<file path="config.mk">
export PLATFORM = sky130hd
export DESIGN_NAME = echo_distance_safety_stop_unit_flat
export DESIGN_NICKNAME = d
export VERILOG_FILES = /design/src/ecss_pkg.sv /design/src/ecss_item_if.sv /design/src/ecss_result_if.sv /design/src/ecss_cfg_if.sv /design/src/echo_distance_safety_stop_unit.sv /design/src/flat_wrapper.sv
export SDC_FILE = /design/constraint.sdc
export NUM_CORES = 1
export LEC_CHECK = 0
export BUFFER_PORTS_ARGS = -buffer_cell sky130_fd_sc_hd__buf_2
export CAP_MARGIN = 5
export CORE_UTILIZATION = 69
export CTS_CLUSTER_SIZE = 8
export DETAILED_ROUTE_END_ITERATION = 10
export PLACE_DENSITY = 0.88
export SYNTH_ARGS = -nofsm -noshare
export SYNTH_HDL_FRONTEND = slang
export SYNTH_SLANG_ARGS = --single-unit
export TNS_END_PERCENT = 10
</file>
<file path="constraint.sdc">
create_clock -name clk -period 8.3 [get_ports clk]
set_input_delay 2.075 -clock clk [delete_from_list [all_inputs] [get_ports clk]]
set_output_delay 2.075 -clock clk [all_outputs]
set_load 0.02 [all_outputs]
</file>
<file path="src/ecss_pkg.sv">
// shared types, constants and register codes for the echo distance safety stop
`default_nettype none

package ecss_pkg;

    localparam int COUNT_CAP_DEFAULT = 20;

    localparam int OPCODE_W  = 1;
    localparam int WIDTH_US_W = 16;
    localparam int DIST_W    = 12;
    localparam int CONFIRM_W = 8;
    localparam int CFG_IDX_W = 3;
    localparam int CFG_DATA_W = 12;

    // width * 343 / 2000 done as width * DIST_MUL >> DIST_SHIFT, exact for 16-bit widths
    localparam int DIST_MUL_W  = 25;
    localparam int DIST_SHIFT  = 27;
    localparam int DIST_PROD_W = WIDTH_US_W + DIST_MUL_W;
    localparam int DIST_FULL_W = DIST_PROD_W - DIST_SHIFT;
    localparam logic [DIST_MUL_W-1:0] DIST_MUL = 25'd23018341;

    localparam logic [DIST_FULL_W-1:0] DIST_LO_MM = 14'd190;
    localparam logic [DIST_FULL_W-1:0] DIST_HI_MM = 14'd4000;

    typedef enum logic [OPCODE_W-1:0] {
        OP_ECHO    = 1'b0,
        OP_TIMEOUT = 1'b1
    } opcode_t;

    typedef enum logic [CFG_IDX_W-1:0] {
        REG_SENSOR_ENABLED  = 3'd0,
        REG_WARN_DISTANCE   = 3'd1,
        REG_STOP_DISTANCE   = 3'd2,
        REG_EMERG_DISTANCE  = 3'd3,
        REG_CLEAR_MARGIN    = 3'd4,
        REG_DANGER_CONFIRM  = 3'd5,
        REG_CLEAR_CONFIRM   = 3'd6
    } reg_index_t;

    localparam logic                 RST_SENSOR_ENABLED = 1'b1;
    localparam logic [DIST_W-1:0]    RST_WARN_DISTANCE  = 12'd600;
    localparam logic [DIST_W-1:0]    RST_STOP_DISTANCE  = 12'd350;
    localparam logic [DIST_W-1:0]    RST_EMERG_DISTANCE = 12'd250;
    localparam logic [DIST_W-1:0]    RST_CLEAR_MARGIN   = 12'd150;
    localparam logic [CONFIRM_W-1:0] RST_DANGER_CONFIRM = 8'd2;
    localparam logic [CONFIRM_W-1:0] RST_CLEAR_CONFIRM  = 8'd3;

endpackage

`default_nettype wire

</file>
<file path="src/ecss_item_if.sv">
// input word channel: one echo event
`default_nettype none

interface ecss_item_if;
    logic                               valid;
    logic                               ready;
    logic [ecss_pkg::OPCODE_W-1:0]      opcode;
    logic [ecss_pkg::WIDTH_US_W-1:0]    echo_width_us;
    logic                               system_armed;

    modport source (output valid, output opcode, output echo_width_us,
                    output system_armed, input ready);
    modport sink   (input valid, input opcode, input echo_width_us,
                    input system_armed, output ready);
endinterface

`default_nettype wire

</file>
<file path="src/ecss_result_if.sv">
// result word channel: distance and safety flags
`default_nettype none

interface ecss_result_if;
    logic                           valid;
    logic                           ready;
    logic [ecss_pkg::DIST_W-1:0]    distance_mm;
    logic                           reading_valid;
    logic                           near_flag;
    logic                           stop_flag;
    logic                           emergency_flag;
    logic                           disarm_request;
    logic                           stop_event;

    modport source (output valid, output distance_mm, output reading_valid,
                    output near_flag, output stop_flag, output emergency_flag,
                    output disarm_request, output stop_event, input ready);
    modport sink   (input valid, input distance_mm, input reading_valid,
                    input near_flag, input stop_flag, input emergency_flag,
                    input disarm_request, input stop_event, output ready);
endinterface

`default_nettype wire

</file>
<file path="src/ecss_cfg_if.sv">
// configuration write channel: register index and data word
`default_nettype none

interface ecss_cfg_if;
    logic                               valid;
    logic                               ready;
    logic [ecss_pkg::CFG_IDX_W-1:0]     index;
    logic [ecss_pkg::CFG_DATA_W-1:0]    data;

    modport source (output valid, output index, output data, input ready);
    modport sink   (input valid, input index, input data, output ready);
endinterface

`default_nettype wire

</file>
<file path="src/echo_distance_safety_stop_unit.sv">
// echo distance safety stop: distance conversion, confirm counters and stop latch
//
//  channel     dir  handshake     word
//  cfg         in   valid/ready   index, data (always ready)
//  item_in     in   valid/ready   opcode, echo_width_us, system_armed
//  result_out  out  valid/ready   distance_mm, flags, disarm_request, stop_event
//
//  one word per cycle sustained unless result_out stalls; each word passes the stages in order
//  stages: input register, distance multiply register, safety state and result register
//  all stages advance together when the result register is empty or being taken
//  item_in.ready is the shared advance signal; a stalled result holds the whole pipe
//  rst_n clears pipe valids, safety state and loads register defaults
`default_nettype none

module echo_distance_safety_stop_unit #(
    parameter int COUNT_CAP = ecss_pkg::COUNT_CAP_DEFAULT
) (
    input  wire logic     clk,
    input  wire logic     rst_n,
    ecss_cfg_if.sink      cfg,
    ecss_item_if.sink     item_in,
    ecss_result_if.source result_out
);

    localparam int COUNT_W = $clog2(COUNT_CAP + 1);
    localparam int DW  = ecss_pkg::DIST_W;
    localparam int DFW = ecss_pkg::DIST_FULL_W;
    localparam int CW  = ecss_pkg::CONFIRM_W;

    // configuration
    logic           sensor_enabled_reg;
    logic [DW-1:0]  warn_distance_reg;
    logic [DW-1:0]  stop_distance_reg;
    logic [DW-1:0]  emerg_distance_reg;
    logic [DW-1:0]  clear_margin_reg;
    logic [CW-1:0]  danger_confirm_reg;
    logic [CW-1:0]  clear_confirm_reg;

    // pipe
    logic                               advance;
    logic                               s1_valid_reg;
    logic [ecss_pkg::OPCODE_W-1:0]      s1_opcode_reg;
    logic [ecss_pkg::WIDTH_US_W-1:0]    s1_width_reg;
    logic                               s1_armed_reg;
    logic [ecss_pkg::DIST_PROD_W-1:0]   s1_prod;
    logic                               s2_valid_reg;
    logic [ecss_pkg::OPCODE_W-1:0]      s2_opcode_reg;
    logic [DFW-1:0]                     s2_dist_reg;
    logic                               s2_armed_reg;
    logic                               out_valid_reg;

    // safety state
    logic [COUNT_W-1:0] danger_count_reg, danger_count_next;
    logic [COUNT_W-1:0] clear_count_reg, clear_count_next;
    logic               stop_reg, stop_next;
    logic               emerg_reg, emerg_next;
    logic               rvalid_reg, rvalid_next;
    logic               near_reg, near_next;
    logic               reported_reg, reported_next;
    logic [DW-1:0]      last_dist_reg, last_dist_next;
    logic               disarm_reg, disarm_next;
    logic               event_reg, event_next;

    logic               sample_ok;
    logic [DW:0]        clear_level;
    logic [COUNT_W:0]   danger_inc;
    logic [COUNT_W:0]   clear_inc;
    logic [COUNT_W-1:0] danger_sat;
    logic [COUNT_W-1:0] clear_sat;

    // config writes
    assign cfg.ready = 1'b1;

    always_ff @(posedge clk or negedge rst_n)
    begin
        if (!rst_n)
        begin
            sensor_enabled_reg <= ecss_pkg::RST_SENSOR_ENABLED;
            warn_distance_reg  <= ecss_pkg::RST_WARN_DISTANCE;
            stop_distance_reg  <= ecss_pkg::RST_STOP_DISTANCE;
            emerg_distance_reg <= ecss_pkg::RST_EMERG_DISTANCE;
            clear_margin_reg   <= ecss_pkg::RST_CLEAR_MARGIN;
            danger_confirm_reg <= ecss_pkg::RST_DANGER_CONFIRM;
            clear_confirm_reg  <= ecss_pkg::RST_CLEAR_CONFIRM;
        end
        else if (cfg.valid)
        begin
            case (cfg.index)
                ecss_pkg::REG_SENSOR_ENABLED: sensor_enabled_reg <= cfg.data[0];
                ecss_pkg::REG_WARN_DISTANCE:  warn_distance_reg  <= cfg.data[DW-1:0];
                ecss_pkg::REG_STOP_DISTANCE:  stop_distance_reg  <= cfg.data[DW-1:0];
                ecss_pkg::REG_EMERG_DISTANCE: emerg_distance_reg <= cfg.data[DW-1:0];
                ecss_pkg::REG_CLEAR_MARGIN:   clear_margin_reg   <= cfg.data[DW-1:0];
                ecss_pkg::REG_DANGER_CONFIRM: danger_confirm_reg <= cfg.data[CW-1:0];
                ecss_pkg::REG_CLEAR_CONFIRM:  clear_confirm_reg  <= cfg.data[CW-1:0];
                default: ;
            endcase
        end
    end

    // pipe control
    assign advance       = !out_valid_reg || result_out.ready;
    assign item_in.ready = advance;

    always_ff @(posedge clk or negedge rst_n)
    begin
        if (!rst_n)
        begin
            s1_valid_reg  <= 1'b0;
            s2_valid_reg  <= 1'b0;
            out_valid_reg <= 1'b0;
        end
        else if (advance)
        begin
            s1_valid_reg  <= item_in.valid;
            s2_valid_reg  <= s1_valid_reg;
            out_valid_reg <= s2_valid_reg;
        end
    end

    // distance in mm via reciprocal multiply
    assign s1_prod = ecss_pkg::DIST_PROD_W'(s1_width_reg) *
                     ecss_pkg::DIST_PROD_W'(ecss_pkg::DIST_MUL);

    always_ff @(posedge clk)
    begin
        if (advance)
        begin
            s1_opcode_reg <= item_in.opcode;
            s1_width_reg  <= item_in.echo_width_us;
            s1_armed_reg  <= item_in.system_armed;
            s2_opcode_reg <= s1_opcode_reg;
            s2_dist_reg   <= s1_prod[ecss_pkg::DIST_PROD_W-1:ecss_pkg::DIST_SHIFT];
            s2_armed_reg  <= s1_armed_reg;
        end
    end

    // safety state update
    assign sample_ok = (s2_opcode_reg == ecss_pkg::OP_ECHO) &&
                       (s2_dist_reg >= ecss_pkg::DIST_LO_MM) &&
                       (s2_dist_reg <= ecss_pkg::DIST_HI_MM);
    assign clear_level = (DW + 1)'(stop_distance_reg) + (DW + 1)'(clear_margin_reg);

    assign danger_inc = (COUNT_W + 1)'(danger_count_reg) + (COUNT_W + 1)'(1);
    assign clear_inc  = (COUNT_W + 1)'(clear_count_reg) + (COUNT_W + 1)'(1);
    assign danger_sat = (danger_inc >= (COUNT_W + 1)'(COUNT_CAP)) ?
                        COUNT_W'(COUNT_CAP) : danger_inc[COUNT_W-1:0];
    assign clear_sat  = (clear_inc >= (COUNT_W + 1)'(COUNT_CAP)) ?
                        COUNT_W'(COUNT_CAP) : clear_inc[COUNT_W-1:0];

    always_comb
    begin
        danger_count_next = danger_count_reg;
        clear_count_next  = clear_count_reg;
        stop_next         = stop_reg;
        emerg_next        = emerg_reg;
        rvalid_next       = rvalid_reg;
        near_next         = near_reg;
        reported_next     = reported_reg;
        last_dist_next    = last_dist_reg;
        disarm_next       = 1'b0;
        event_next        = 1'b0;
        if (!sensor_enabled_reg)
        begin
            danger_count_next = '0;
            clear_count_next  = '0;
            stop_next         = 1'b0;
            emerg_next        = 1'b0;
            rvalid_next       = 1'b0;
            near_next         = 1'b0;
            reported_next     = 1'b0;
        end
        else if (!sample_ok)
        begin
            rvalid_next       = 1'b0;
            near_next         = 1'b0;
            danger_count_next = '0;
        end
        else
        begin
            rvalid_next    = 1'b1;
            last_dist_next = s2_dist_reg[DW-1:0];
            near_next      = s2_dist_reg <= DFW'(warn_distance_reg);
            if (s2_dist_reg <= DFW'(stop_distance_reg))
            begin
                danger_count_next = danger_sat;
                clear_count_next  = '0;
            end
            else if (s2_dist_reg > DFW'(clear_level))
            begin
                clear_count_next  = clear_sat;
                danger_count_next = '0;
            end
            if (CW'(danger_count_next) >= danger_confirm_reg)
            begin
                stop_next = 1'b1;
            end
            // release wins over set
            if (CW'(clear_count_next) >= clear_confirm_reg)
            begin
                stop_next     = 1'b0;
                reported_next = 1'b0;
            end
            emerg_next  = stop_next && (s2_dist_reg <= DFW'(emerg_distance_reg));
            disarm_next = stop_next && s2_armed_reg;
            if (stop_next && !reported_next)
            begin
                reported_next = 1'b1;
                event_next    = 1'b1;
            end
        end
    end

    always_ff @(posedge clk or negedge rst_n)
    begin
        if (!rst_n)
        begin
            danger_count_reg <= '0;
            clear_count_reg  <= '0;
            stop_reg         <= 1'b0;
            emerg_reg        <= 1'b0;
            rvalid_reg       <= 1'b0;
            near_reg         <= 1'b0;
            reported_reg     <= 1'b0;
            last_dist_reg    <= '0;
            disarm_reg       <= 1'b0;
            event_reg        <= 1'b0;
        end
        else if (advance && s2_valid_reg)
        begin
            danger_count_reg <= danger_count_next;
            clear_count_reg  <= clear_count_next;
            stop_reg         <= stop_next;
            emerg_reg        <= emerg_next;
            rvalid_reg       <= rvalid_next;
            near_reg         <= near_next;
            reported_reg     <= reported_next;
            last_dist_reg    <= last_dist_next;
            disarm_reg       <= disarm_next;
            event_reg        <= event_next;
        end
    end

    // result word
    assign result_out.valid          = out_valid_reg;
    assign result_out.distance_mm    = last_dist_reg;
    assign result_out.reading_valid  = rvalid_reg;
    assign result_out.near_flag      = near_reg;
    assign result_out.stop_flag      = stop_reg;
    assign result_out.emergency_flag = emerg_reg;
    assign result_out.disarm_request = disarm_reg;
    assign result_out.stop_event     = event_reg;

`ifndef NO_ASSERTIONS
    a_counts_exclusive: assert property (@(posedge clk) disable iff (!rst_n)
        !((danger_count_reg != '0) && (clear_count_reg != '0)))
        else $error("danger and clear counts both nonzero");

    a_event_needs_stop: assert property (@(posedge clk) disable iff (!rst_n)
        out_valid_reg && event_reg |-> stop_reg && reported_reg)
        else $error("stop event without latched stop");

    a_emerg_needs_stop: assert property (@(posedge clk) disable iff (!rst_n)
        emerg_reg |-> stop_reg)
        else $error("emergency without stop");

    a_disarm_on_valid: assert property (@(posedge clk) disable iff (!rst_n)
        disarm_reg |-> stop_reg && rvalid_reg)
        else $error("disarm request without valid stopped sample");

    a_near_on_valid: assert property (@(posedge clk) disable iff (!rst_n)
        near_reg |-> rvalid_reg)
        else $error("near flag on invalid sample");

    a_hold_on_stall: assert property (@(posedge clk) disable iff (!rst_n)
        out_valid_reg && !result_out.ready |=> $stable(stop_reg) && $stable(event_reg)
            && $stable(last_dist_reg))
        else $error("result changed while stalled");
`endif

endmodule

`default_nettype wire

</file>
<file path="src/flat_wrapper.sv">
// flat-port wrapper written by rule: the top's interface ports become plain ports
module echo_distance_safety_stop_unit_flat 
#(
    parameter int COUNT_CAP = ecss_pkg::COUNT_CAP_DEFAULT
)
  (clk, rst_n, cfg_valid, cfg_index, cfg_data, cfg_ready, item_in_valid, item_in_opcode, item_in_echo_width_us, item_in_system_armed, item_in_ready, result_out_valid, result_out_distance_mm, result_out_reading_valid, result_out_near_flag, result_out_stop_flag, result_out_emergency_flag, result_out_disarm_request, result_out_stop_event, result_out_ready);
  ecss_cfg_if cfg_i ();
  ecss_item_if item_in_i ();
  ecss_result_if result_out_i ();
  input  wire logic clk;
  input  wire logic rst_n;
  input wire logic [$bits(cfg_i.valid)-1:0] cfg_valid;
  input wire logic [$bits(cfg_i.index)-1:0] cfg_index;
  input wire logic [$bits(cfg_i.data)-1:0] cfg_data;
  output wire logic [$bits(cfg_i.ready)-1:0] cfg_ready;
  input wire logic [$bits(item_in_i.valid)-1:0] item_in_valid;
  input wire logic [$bits(item_in_i.opcode)-1:0] item_in_opcode;
  input wire logic [$bits(item_in_i.echo_width_us)-1:0] item_in_echo_width_us;
  input wire logic [$bits(item_in_i.system_armed)-1:0] item_in_system_armed;
  output wire logic [$bits(item_in_i.ready)-1:0] item_in_ready;
  output wire logic [$bits(result_out_i.valid)-1:0] result_out_valid;
  output wire logic [$bits(result_out_i.distance_mm)-1:0] result_out_distance_mm;
  output wire logic [$bits(result_out_i.reading_valid)-1:0] result_out_reading_valid;
  output wire logic [$bits(result_out_i.near_flag)-1:0] result_out_near_flag;
  output wire logic [$bits(result_out_i.stop_flag)-1:0] result_out_stop_flag;
  output wire logic [$bits(result_out_i.emergency_flag)-1:0] result_out_emergency_flag;
  output wire logic [$bits(result_out_i.disarm_request)-1:0] result_out_disarm_request;
  output wire logic [$bits(result_out_i.stop_event)-1:0] result_out_stop_event;
  input wire logic [$bits(result_out_i.ready)-1:0] result_out_ready;
  assign cfg_i.valid = cfg_valid;
  assign cfg_i.index = cfg_index;
  assign cfg_i.data = cfg_data;
  assign cfg_ready = cfg_i.ready;
  assign item_in_i.valid = item_in_valid;
  assign item_in_i.opcode = item_in_opcode;
  assign item_in_i.echo_width_us = item_in_echo_width_us;
  assign item_in_i.system_armed = item_in_system_armed;
  assign item_in_ready = item_in_i.ready;
  assign result_out_valid = result_out_i.valid;
  assign result_out_distance_mm = result_out_i.distance_mm;
  assign result_out_reading_valid = result_out_i.reading_valid;
  assign result_out_near_flag = result_out_i.near_flag;
  assign result_out_stop_flag = result_out_i.stop_flag;
  assign result_out_emergency_flag = result_out_i.emergency_flag;
  assign result_out_disarm_request = result_out_i.disarm_request;
  assign result_out_stop_event = result_out_i.stop_event;
  assign result_out_i.ready = result_out_ready;
  echo_distance_safety_stop_unit #(.COUNT_CAP(COUNT_CAP)) u_core (.clk(clk), .rst_n(rst_n), .cfg(cfg_i), .item_in(item_in_i), .result_out(result_out_i));
endmodule
</file>
### Word-level counts from Yosys, hierarchy flattened

Cells that the tools add are included.

* output and inout port bits: 21
* register bits after elaboration: 131
* bits of input ports: 38
* logic and storage cells: 104

* bitwise logic cells: 1
* add/sub/neg operators: 3
* muxes and demuxes: 37
* eq/ne operators: 7
* multipliers: 1
* reduce and logical (&&, ||, !) cells: 19
* magnitude comparators: 10

Operators with widths (count)
* two-way mux 5 bit: 14
* less-or-equal comparator 14 x 12 -> 1 bit: 3
* multiplier 16 x 25 -> 41 bit (second input constant): 1
* two-way mux 1 bit: 23
* greater-or-equal comparator 5 x 8 -> 1 bit: 2
* AND reduction 2 bit: 8
* greater-or-equal comparator 14 x 8 -> 1 bit (second input constant): 1
* greater-than comparator 14 x 13 -> 1 bit: 1
* less-or-equal comparator 14 x 12 -> 1 bit (second input constant): 1
* adder 12 x 12 -> 13 bit: 1
* adder 5 x 1 -> 6 bit (second input constant): 2
* greater-or-equal comparator 6 x 5 -> 1 bit (second input constant): 2
* equality test 3 bit (second input constant): 3
* equality test 3 x 2 -> 1 bit (second input constant): 2
* logical AND 1 bit: 6
* equality test 3 x 1 -> 1 bit (second input constant): 1
* zero test 3 bit: 1
* AND reduction 3 bit: 1
* zero test 1 bit: 2
* != test 2 bit (second input constant): 1
* logical OR 1 bit: 1
* inverter 1 bit: 1

### Depth between registers and ports, before layout

Gate-level depths: netlist (run 1).

* word-level depth: 16
* depth in mapped cells: 26
* depth with buffers taken out: 26

### Worst setup path before layout (run 1)

No wires, ideal clock.

* path kind: register to register
* start point: register u_core.s1_width_reg[5] in the netlist's numbering
* end point: register u_core.s2_dist_reg[13] (data pin)
* library setup time: 0.262 ns
* arrival time: 5.273 ns
* buffers on the path: 0
* cell stages (with the launch flop): 19
* slack: 2.766 ns
* path through: edfxtp_1 -> fa_1 -> inv_1 -> fa_1 -> inv_1 -> fa_1 -> fa_1 -> inv_1 -> fa_1 -> inv_1 -> fa_1 -> ha_1 -> a21o_1 -> a21o_1 -> a31oi_1 -> o22ai_1 -> nor3b_2 -> o21ai_1 -> xor2_1

* longest elaborated chain between the ends: 1

RTL lines
* start: declaration: line echo_distance_safety_stop_unit.sv:43 `logic [ecss_pkg::WIDTH_US_W-1:0] s1_width_reg;`
* start signal: assignment: line echo_distance_safety_stop_unit.sv:130 `s1_width_reg <= item_in.echo_width_us;`
* multiplier 16 x 25 -> 41 bit: line echo_distance_safety_stop_unit.sv:122 `assign s1_prod = ecss_pkg::DIST_PROD_W'(s1_width_reg) *`
* net u_core.s1_prod, one bit: line echo_distance_safety_stop_unit.sv:45 `logic [ecss_pkg::DIST_PROD_W-1:0] s1_prod;`
* end signal: assignment: line echo_distance_safety_stop_unit.sv:133 `s2_dist_reg <= s1_prod[ecss_pkg::DIST_PROD_W-1:ecss_pkg::DIST_SHIFT];`
* end: declaration: line echo_distance_safety_stop_unit.sv:48 `logic [DFW-1:0] s2_dist_reg;`

The timed path passes the listed nets, and every way through them passes these cells.
A chain may end at the register's enable or synchronous reset.

### Worst setup path in the final report (run 1)

* start point: register u_core.s1_width_reg[14] in the netlist's numbering
* end point: register u_core.s2_dist_reg[9] (data pin)

The elaborated chain is that of the path after synthesis.

==> flow_summary_export.csv, run 1 <==
group,metric,value,unit
run_status,status,"complete, no violations",
critical_path,rrSetupSlack,2.02,ns
clock_network,cts-root-buf,"clkbuf_16",
layout,fin_nets,1777,
timing,setup_viol,0,
route,antenna_left,0,
critical_path,critPathLaunchType,"register",
yosys,synthTopCellsByArea,"fa_1 23%, ha_1 20%, dfrtp_1 13%, edfxtp_1 7.4%, inv_1 6.3%",
critical_path,cpMostUsedCell,"fa_1",
layout,seqCellArea,0.003478,mm^2
critical_path,crit_fanout,7,
clock_network,cts_tree,"done",
layout,drive_above_1_share,13.91,%
timing,fin_skew,0.01335,ns
global_route,grt_antenna_before_repair,0,
place,dp_cells,1606,
critical_path,path_class,"register to register",
floorplanning,start_util,70.84,%
global_route,grt_max_degree,84,
yosys,yosysUniqueCellTypes,84,
hold_path,hp-class,"register to register",
hold_path,hold_depth,0,
place,placed_area,0.01444,mm^2
route,drt_wl_total,34.41,mm
critical_path,reg2reg_from,"u_core.s1_width_reg[14]$_DFFE_PN_",
job,cap_violations,0,
critical_path,path_cells,"inv_1, ha_1, fa_1, inv_1, fa_1, inv_1, fa_1, fa_1, inv_1, fa_1, ha_1, a211oi_1, o211ai_1, a31oi_1, o22ai_1, nor3b_2, o21ai_0, xnor2_1",
layout,diodes,0,
timing,post-route-period-util,75.67,%
global_route,gr-total-overflow,0,
yosys,synth_flop_cell,"dfrtp_1",
critical_path,r2r-end,"u_core.s2_dist_reg[9]$_DFFE_PN_",
floorplanning,rows,51,
clock_network,insertion_delay,0.44,ns
floorplanning,die_w,143.8,um
route,drc,0,
clock_network,cts_buffers,17,
clock_network,cts_sinks,131,
timing,maxSlewViolCount,0,
hold_path,min_from,"u_core.s1_armed_reg$_DFFE_PN_",
timing,fmax,159.2,MHz
place,numPortBuffers,57,
yosys,yosys.area.top_type_share,23.37,%
timing,fin_crit,6.280,ns
yosys,async_flop_share,74.05,%
layout,fillers,1322,
yosys,yosysWarnings,0,
critical_path,endpoint_kind,"register",
critical_path,crit_family,"adder cells",
yosys,synthesis.nets,1718,
place,gp_congestion,0.9623,
global_route,grt_pass1_wl,55.52,mm
yosys,syn_inst,1301,
global_route,grt_pass1_vias,10780,
yosys,yosysTopAreaCell,"fa_1",
route,drt-pass1-iter-count,8,
floorplanning,die_y,143.8,um
critical_path,worst_path_max_delay_cell,"fa_1",
timing,worst_pin_slew,1.082,ns
floorplanning,die_area,0.02068,mm^2
yosys,syn_avg_cell_area,10.67,um^2
clock_network,ctsHoldBuffers,0,
hold_path,min_to,"u_core.s2_armed_reg$_DFFE_PN_",
place,dp_slack,2.239,ns
clock_network,cts_max_level,4,
layout,finalNonFillerCells,1638,
yosys,synth_edf_count,34,
layout,multiInputGateArea,0.009438,mm^2
clock_network,post_cts_buffers,0,
floorplanning,core_area,0.01959,mm^2
timing,slew_headroom,27.54,%
yosys,synth-seq-cells,131,
timing,tns,0,ns
place,dp_hpwl,27.02,mm
clock_network,cts_resized,0,
timing,finalHoldViolations,0,
yosys,synth-seq-area-share,25.07,%
global_route,grt_util_all_layers,36.32,%
timing,fin_ws,2.020,ns
timing,rsz0062_at_grt,"false",
clock_network,cts.clk_slew.worst_paths,0.07,ns
layout,final_cell_area,0.01499,mm^2
critical_path,critPathBufInv,4,
clock_network,clockBufferDepth,2,
route,num_vias,9904,
floorplanning,ios,59,
layout,area_delta_synth_final,7.988,%
critical_path,reg2regPathDepth,18,
critical_path,arrival,6.46,ns
layout,largest_reg_flops,16,
yosys,syn_area,0.01388,mm^2
critical_path,cpPeakStageDelay,0.59,ns
critical_path,crit_required,8.48,ns
route,wl_per_cell,21.00,um
route,drt_iter0_drc,678,
route,avgViaCountPerCell,6.046,
worst register-to-register path, stage by stage, from the launching register on:
cell and delay, ns:
edfxtp_1 0.54, inv_1 0.19, ha_1 0.41, fa_1 0.59, inv_1 0.07, fa_1 0.53, inv_1 0.06, fa_1 0.52
fa_1 0.56, inv_1 0.07, fa_1 0.50, ha_1 0.27, a211oi_1 0.35, o211ai_1 0.18, a31oi_1 0.37, o22ai_1 0.21
nor3b_2 0.30, o21ai_0 0.15, xnor2_1 0.14
cell usage in the layout (no fill, tap or decap), types with 7 or more instances in the layout:
cell	count
xnor2_1	10
buf_2	56
xor2_1	16
o21ai_1	7
clkbuf_16	17
o21ai_0	59
o211ai_1	11
nor3_1	13
nand2_1	102
dfstp_2	24
a21o_1	17
ha_1	217
a31oi_1	7
a211oi_1	8
dfrtp_1	73
fa_1	162
o21a_1	11
nand2b_1	14
nand4_1	15
and3_1	7
a21oi_1	39
mux2_2	45
edfxtp_1	34
nand3_1	13
inv_1	233
nor2_1	37
nor2b_1	9
metal layers:
layer | vias to the layer above | wire, um | part of all wire (%) | global-route usage, %
li1 | 4526 | - | - | -
met1 | 4909 | 13590 | 39 | 42.49
met5 | - | 0 | 0 | 0
met4 | 0 | 1731 | 5.0 | 19.04
met2 | 353 | 17470 | 51 | 63.57
met3 | 116 | 1622 | 4.7 | 6.731
how the worst max path moves through the flow:
stage	slack [ns]	end	startpoint	cells past startpoint
detailed placement	2.24	u_core.s2_dist_reg[13]$_DFFE_PN_	u_core.s1_width_reg[14]$_DFFE_PN_	18
global route	1.85	u_core.s2_dist_reg[9]$_DFFE_PN_	u_core.s1_width_reg[14]$_DFFE_PN_	18
finish	2.02	u_core.s2_dist_reg[9]$_DFFE_PN_	u_core.s1_width_reg[14]$_DFFE_PN_	18
CTS	2.17	u_core.s2_dist_reg[13]$_DFFE_PN_	u_core.s1_width_reg[14]$_DFFE_PN_	18
global placement	2.44	u_core.s2_dist_reg[9]$_DFFE_PN_	u_core.s1_width_reg[14]$_DFFE_PN_	18
floorplan	2.77	u_core.s2_dist_reg[13]$_DFFE_PN_	u_core.s1_width_reg[5]$_DFFE_PN_	18
area by class of cell:
class	count	area share [%]
well taps	265	2.213
multi-input cells	916	62.98
repair buffers	61	2.121
clock inverters	14	0.7765
flip-flops and latches	131	23.21
inverters	233	5.836
clock buffers	18	2.864
kinds of logic (layout without fill, tap and decap cells):
logic type | count (synthesis) | in the layout | share of synthesized area, %
AOI/OAI and AO/OA | 210 | 210 | 10.19
xor gates and xnor gates | 26 | 26 | 1.641
adders and majority gates | 379 | 379 | 42.94
buffers and inverters | 254 | 326 | 7.051
muxes | 49 | 49 | 3.940
and+or+nand+nor | 251 | 251 | 9.152
DFF | 131 | 131 | 25.07
other | 1 | 1 | 0.02702
cell usage after synthesis (all sizes together) (11+ instances only):
cell,instances
ha,217
o21a,11
nand4,16
dfstp,24
inv,233
o211ai,11
xor2,16
fa,162
clkbuf,14
nand3,13
a21oi,42
nor3,15
mux2,45
nor2,38
dfrtp,73
nand2,103
nand2b,15
o21ai,69
a21o,17
edfxtp,34
through the flow:
step	utilization (%)	hold slack, ns
after detailed placement	73.71	0.4144
after CTS	76.50	0.4301
after global placement	73.71	0.4008
after global routing	76.50	0.4411
after floorplan	-	0.4003
final	76.50	0.4246
Power of run 1 is not shown: default switching activity piles up to over one toggle a cycle in this logic, so the estimate is an artifact.
==> inputs of run 2 (changes only) <==
CORE_UTILIZATION = 58   (was 69)
PLACE_DENSITY = 0.79   (was 0.88)
clock period = 5.49 ns   (was 8.3 ns; I/O delays follow)
==> flow_summary_export.csv, run 2 (synthesis gave the netlist of run 1 again) <==
group,metric,value,unit
run_status,status,"finished, violations left",
run_status,violations,"negative setup slack",
timing,tns,-1.573,ns
critical_path,cpPeakStageDelay,0.62,ns
timing,rsz0062_at_grt,"true",
route,wl_per_cell,19.08,um
critical_path,crit_family,"adder cells",
layout,layout_commonest_cell,"inv_1",
layout,largest_reg_flops,16,
clock_network,insertion_delay,0.44,ns
layout,fin_nets,1897,
global_route,grt_antenna_before_repair,0,
clock_network,cts_sinks,131,
clock_network,cts_buffers,17,
route,antenna_left,0,
clock_network,ctsHoldBuffers,0,
clock_network,clockBufferDepth,2,
clock_network,cts.clk_slew.worst_paths,0.07,ns
place,numPortBuffers,57,
global_route,gr-total-overflow,0,
layout,final_cell_mix,"228 x inv_1, 201 x ha_1, 154 x fa_1",
floorplanning,die_y,156.7,um
floorplanning,die_w,156.7,um
global_route,grt_pass1_wl,54.10,mm
floorplanning,core_area,0.02347,mm^2
critical_path,critPathCapture,"u_core.s2_dist_reg[6]$_DFFE_PN_",
place,dp_hpwl,26.90,mm
clock_network,cts-root-buf,"clkbuf_16",
layout,area_delta_synth_final,17.81,%
timing,fin_ws,-0.2057,ns
timing,fmax,175.6,MHz
critical_path,path_cells,"fa_2, inv_2, fa_1, inv_2, fa_1, fa_1, inv_2, fa_1, inv_1, fa_1, ha_4, a21o_1, a21o_1, buf_6, nand2_4, a31oi_4, a311oi_4, o31ai_2, xnor2_1",
timing,maxSlewViolCount,0,
critical_path,r2r-end,"u_core.s2_dist_reg[6]$_DFFE_PN_",
global_route,grt_max_degree,65,
critical_path,worst_path_max_delay_cell,"fa_2",
critical_path,arrival,5.87,ns
critical_path,cpMostUsedCell,"fa_1",
job,cap_violations,0,
floorplanning,rows,56,
timing,post-route-period-util,103.7,%
timing,fin_crit,5.696,ns
critical_path,reg2regPathDepth,19,
route,num_vias,10340,
place,dp_cells,1764,
floorplanning,start_util,59.12,%
timing,finalHoldViolations,0,
critical_path,crit_path_start,"u_core.s1_width_reg[6]$_DFFE_PN_",
critical_path,critPathLaunchType,"register",
layout,drive_above_1_share,24.05,%
timing,worst_pin_slew,1.101,ns
critical_path,crit_fanout,3,
critical_path,path_class,"register to register",
critical_path,critPathBufInv,5,
route,drt_wl_total,34.57,mm
layout,final_util,69.65,%
route,avgViaCountPerCell,5.709,
critical_path,endpoint_kind,"register",
timing,fin_skew,0.01790,ns
route,drt-pass1-iter-count,5,
clock_network,cts_tree,"done",
floorplanning,die_area,0.02455,mm^2
critical_path,cp.depth,19,
layout,finalNonFillerCells,1812,
critical_path,reg2reg_from,"u_core.s1_width_reg[6]$_DFFE_PN_",
layout,fillers,1644,
place,gp_congestion,0.9788,
critical_path,rrSetupSlack,-0.21,ns
critical_path,crit_required,5.67,ns
route,drc,0,
global_route,grt_pass1_vias,10930,
floorplanning,ios,59,
timing,setup_viol,13,
hold_path,hp-class,"register to register",
timing,slew_headroom,26.31,%
clock_network,cts_max_level,4,
layout,diodes,0,
route,drt_iter0_drc,677,
global_route,grt_util_all_layers,29.21,%
-- run 2: cell count changes in the layout (fill, tap and decap cells not counted), moves of 8 or more --
cell / before / now
ha_4: 0 / 12
buf_4: 5 / 121
fa_2: 0 / 8
fa_1: 162 / 154
ha_1: 217 / 201
-- run 2: what timing repair did --
action / 4_1_cts / 5_1_grt
pin swaps: 28 / 28
endpoints found under the setup margin: 14 / 19
setup buffers: 10 / 6
endpoints found under the hold margin: 0 / 0
resized for setup: 36 / 31
-- run 2: metal layers --
layer	share of wire (%)	global-route usage, %	vias up	wire (um)
li1	-	-	4771	-
met1	40	34.25	5148	13740
met2	52	53.02	329	17890
met3	4.4	3.739	96	1526
met4	4.1	13.59	0	1410
met5	0	0	-	0
-- run 2: final cells by class --
type | instances | area [um^2] | area share (%)
multi-input cells | 916 | 9791 | 59.89
well taps | 319 | 399.1 | 2.441
clock buffers | 17 | 425.4 | 2.602
inverters | 233 | 874.6 | 5.350
clock inverters | 15 | 137.6 | 0.8419
flip-flops and latches | 131 | 3478 | 21.28
repair buffers | 181 | 1242 | 7.600
-- run 2: worst min path at each step --
stage          depth (start not counted)                      startpoint                             end  slack, ns
4_1_cts                                0  u_core.s1_opcode_reg$_DFFE_PN_  u_core.s2_opcode_reg$_DFFE_PN_       0.43
2_1_floorplan                          0   u_core.s1_armed_reg$_DFFE_PN_   u_core.s2_armed_reg$_DFFE_PN_       0.40
5_1_grt                                0  u_core.s1_opcode_reg$_DFFE_PN_  u_core.s2_opcode_reg$_DFFE_PN_       0.44
6_report                               0  u_core.s1_opcode_reg$_DFFE_PN_  u_core.s2_opcode_reg$_DFFE_PN_       0.43
3_3_place_gp                           0   u_core.s1_armed_reg$_DFFE_PN_   u_core.s2_armed_reg$_DFFE_PN_       0.40
3_5_place_dp                           0  u_core.s1_opcode_reg$_DFFE_PN_  u_core.s2_opcode_reg$_DFFE_PN_       0.42
-- run 2: stage by stage --
stage | hold WS, ns | instance area (um^2) | setup WS, ns
floorplan | 0.4003 | 13880 | 0.004588
global placement | 0.4045 | 15300 | -0.2093
detailed placement | 0.4178 | 15300 | -0.2844
CTS | 0.4317 | 16160 | -0.1193
global route | 0.4429 | 16350 | -0.3094
finish | 0.4299 | 16350 | -0.2057
Power of run 2 is left out for the same reason.
==> inputs of run 3 (changes only) <==
BUFFER_PORTS_ARGS = -buffer_cell sky130_fd_sc_hd__buf_4   (was -buffer_cell sky130_fd_sc_hd__buf_2)
PLACE_DENSITY = default   (was 0.79)
PLACE_DENSITY_LB_ADDON = 0.08   (was default)
SETUP_SLACK_MARGIN = 0.1   (was default)
==> flow_summary_export.csv, run 3 (synthesis gave the netlist of run 1 again) <==
group,metric,value,unit
timing,fin_crit,5.585,ns
critical_path,crit_required,5.66,ns
job,cap_violations,0,
timing,fmax,179.0,MHz
global_route,grt_util_met2,53.25,%
clock_network,cts_sinks,131,
route,avgViaCountPerCell,5.521,
global_route,grt_pass1_vias,10460,
global_route,use_met3,3.600,%
global_route,top_usage_layer,"met2",
global_route,grt_util_all_layers,29.85,%
timing,fin_skew,0.01740,ns
clock_network,cts.clk_slew.worst_paths,0.07,ns
global_route,grt_max_degree,66,
layout,multiInputGateArea,0.009731,mm^2
timing,setup_viol,7,
route,drt-pass1-iter-count,6,
route,num_vias,9849,
hold_path,hp-class,"register to register",
route,drt_iter0_drc,543,
layout,fin_nets,1869,
place,numPortBuffers,57,
hold_path,hold_depth,0,
route,antenna_left,0,
global_route,gr-total-overflow,0,
route,drc,0,
timing,worst_pin_slew,1.245,ns
place,dp_hpwl,27.30,mm
timing,post-route-period-util,101.7,%
timing,fin_ws,-0.09512,ns
clock_network,cts_tree,"done",
floorplanning,die_y,156.7,um
critical_path,reg2regPathDepth,19,
critical_path,arrival,5.75,ns
layout,final_cell_mix,"229 x inv_1, 203 x ha_1, 158 x fa_1",
critical_path,path_class,"register to register",
critical_path,endpoint_kind,"register",
layout,area_delta_synth_final,16.90,%
layout,fillers,1801,
global_route,gr-usage-met1,37.46,%
timing,finalHoldViolations,0,
clock_network,clockBufferDepth,2,
timing,tns,-0.2698,ns
route,drt_wl_total,33.73,mm
floorplanning,die_w,156.7,um
floorplanning,rows,56,
run_status,violations,"negative setup slack",
floorplanning,ios,59,
global_route,grt_antenna_before_repair,0,
floorplanning,die_area,0.02455,mm^2
layout,seqCellArea,0.003478,mm^2
timing,maxSlewViolCount,0,
layout,layout_commonest_cell,"inv_1",
run_status,status,"finished, violations left",
floorplanning,core_area,0.02347,mm^2
layout,diodes,0,
timing,slew_headroom,16.63,%
timing,rsz0062_at_grt,"true",
clock_network,cts_buffers,17,
route,wl_per_cell,18.91,um
clock_network,cts_max_level,4,
floorplanning,start_util,59.12,%
critical_path,critPathLaunchType,"register",
layout,drive_above_1_share,22.18,%
clock_network,cts-root-buf,"clkbuf_16",
layout,largest_reg_flops,16,
clock_network,insertion_delay,0.43,ns
global_route,grt_pass1_wl,54.84,mm
critical_path,crit_fanout,5,
place,gp_congestion,0.9617,
[run 3: cell types whose count changed in the layout (fill, tap and decap cells not counted), sizes merged]
| cell | delta |
|---|---|
| clkinv | -4 |
| bufinv | +1 |
| clkbuf | +1 |
| buf | -28 |
| inv | -1 |
| clkinvlp | +3 |
[run 3: area by class of cell]
type	instances	share of cell area [%]
clock buffer	18	2.646
clock inverter	14	0.8716
inverter	233	5.391
multi-input combinational	916	59.98
sequential	131	21.44
tap	319	2.460
timing repair buffer	153	7.204
[run 3: final timing paths]
check	from	slack (ns)	end
hold / removal	u_core.s1_armed_reg$_DFFE_PN_	0.42	u_core.s2_armed_reg$_DFFE_PN_
max in group asynchronous	rst_n	3.45	u_core.clear_margin_reg[7]$_DFFE_PN1P_
setup reg to reg	u_core.s1_width_reg[10]$_DFFE_PN_	-0.1	u_core.s2_dist_reg[4]$_DFFE_PN_
min in group asynchronous	rst_n	1.03	u_core.danger_confirm_reg[0]$_DFFE_PN0P_
setup / recovery	u_core.s1_width_reg[10]$_DFFE_PN_	-0.1	u_core.s2_dist_reg[4]$_DFFE_PN_
hold reg to reg	u_core.s1_armed_reg$_DFFE_PN_	0.42	u_core.s2_armed_reg$_DFFE_PN_
[run 3: critical path: stages (launching register included)]
cell and delay (ns):
edfxtp_1 0.48, ha_1 0.36, inv_1 0.10, fa_2 0.49, fa_1 0.54, inv_1 0.05, fa_1 0.53, inv_1 0.05
fa_1 0.52, inv_1 0.05, fa_1 0.48, ha_1 0.31, nand4_1 0.22, a21oi_1 0.20, nor3_1 0.07, buf_4 0.15
or3_1 0.32, o21ai_2 0.20, a21oi_2 0.08, xnor2_1 0.12
[run 3: metrics by stage]
stage / instance area, um^2 / util, % / worst slack, ns / instances / hold WS, ns
2_1_floorplan: 13920 / - / 0.09159 / 1301 / 0.4003
3_3_place_gp: 15360 / 65.45 / -0.07243 / 1748 / 0.4031
3_5_place_dp: 15360 / 65.45 / -0.1494 / 1748 / 0.4045
4_1_cts: 16180 / 68.94 / -0.02721 / 1784 / 0.4184
5_1_grt: 16220 / 69.11 / -0.3144 / 1784 / 0.4257
6_report: 16220 / 69.11 / -0.09512 / 1784 / 0.4189
[run 3: per-layer routing]
metal | up-vias | part of all wire, %
met5 | - | 0
met4 | 0 | 2.7
met3 | 54 | 2.6
met2 | 200 | 52
met1 | 4875 | 43
li1 | 4720 | -
[run 3: what timing repair did]
action | CTS | global route
gates cloned | 0 | 0
buffers inserted | 4 | 0
resized for setup | 36 | 10
pin swaps | 31 | 4
hold buffers | 0 | 0
endpoints found under the setup margin | 17 | 19
Power of run 3 is left out for the same reason.
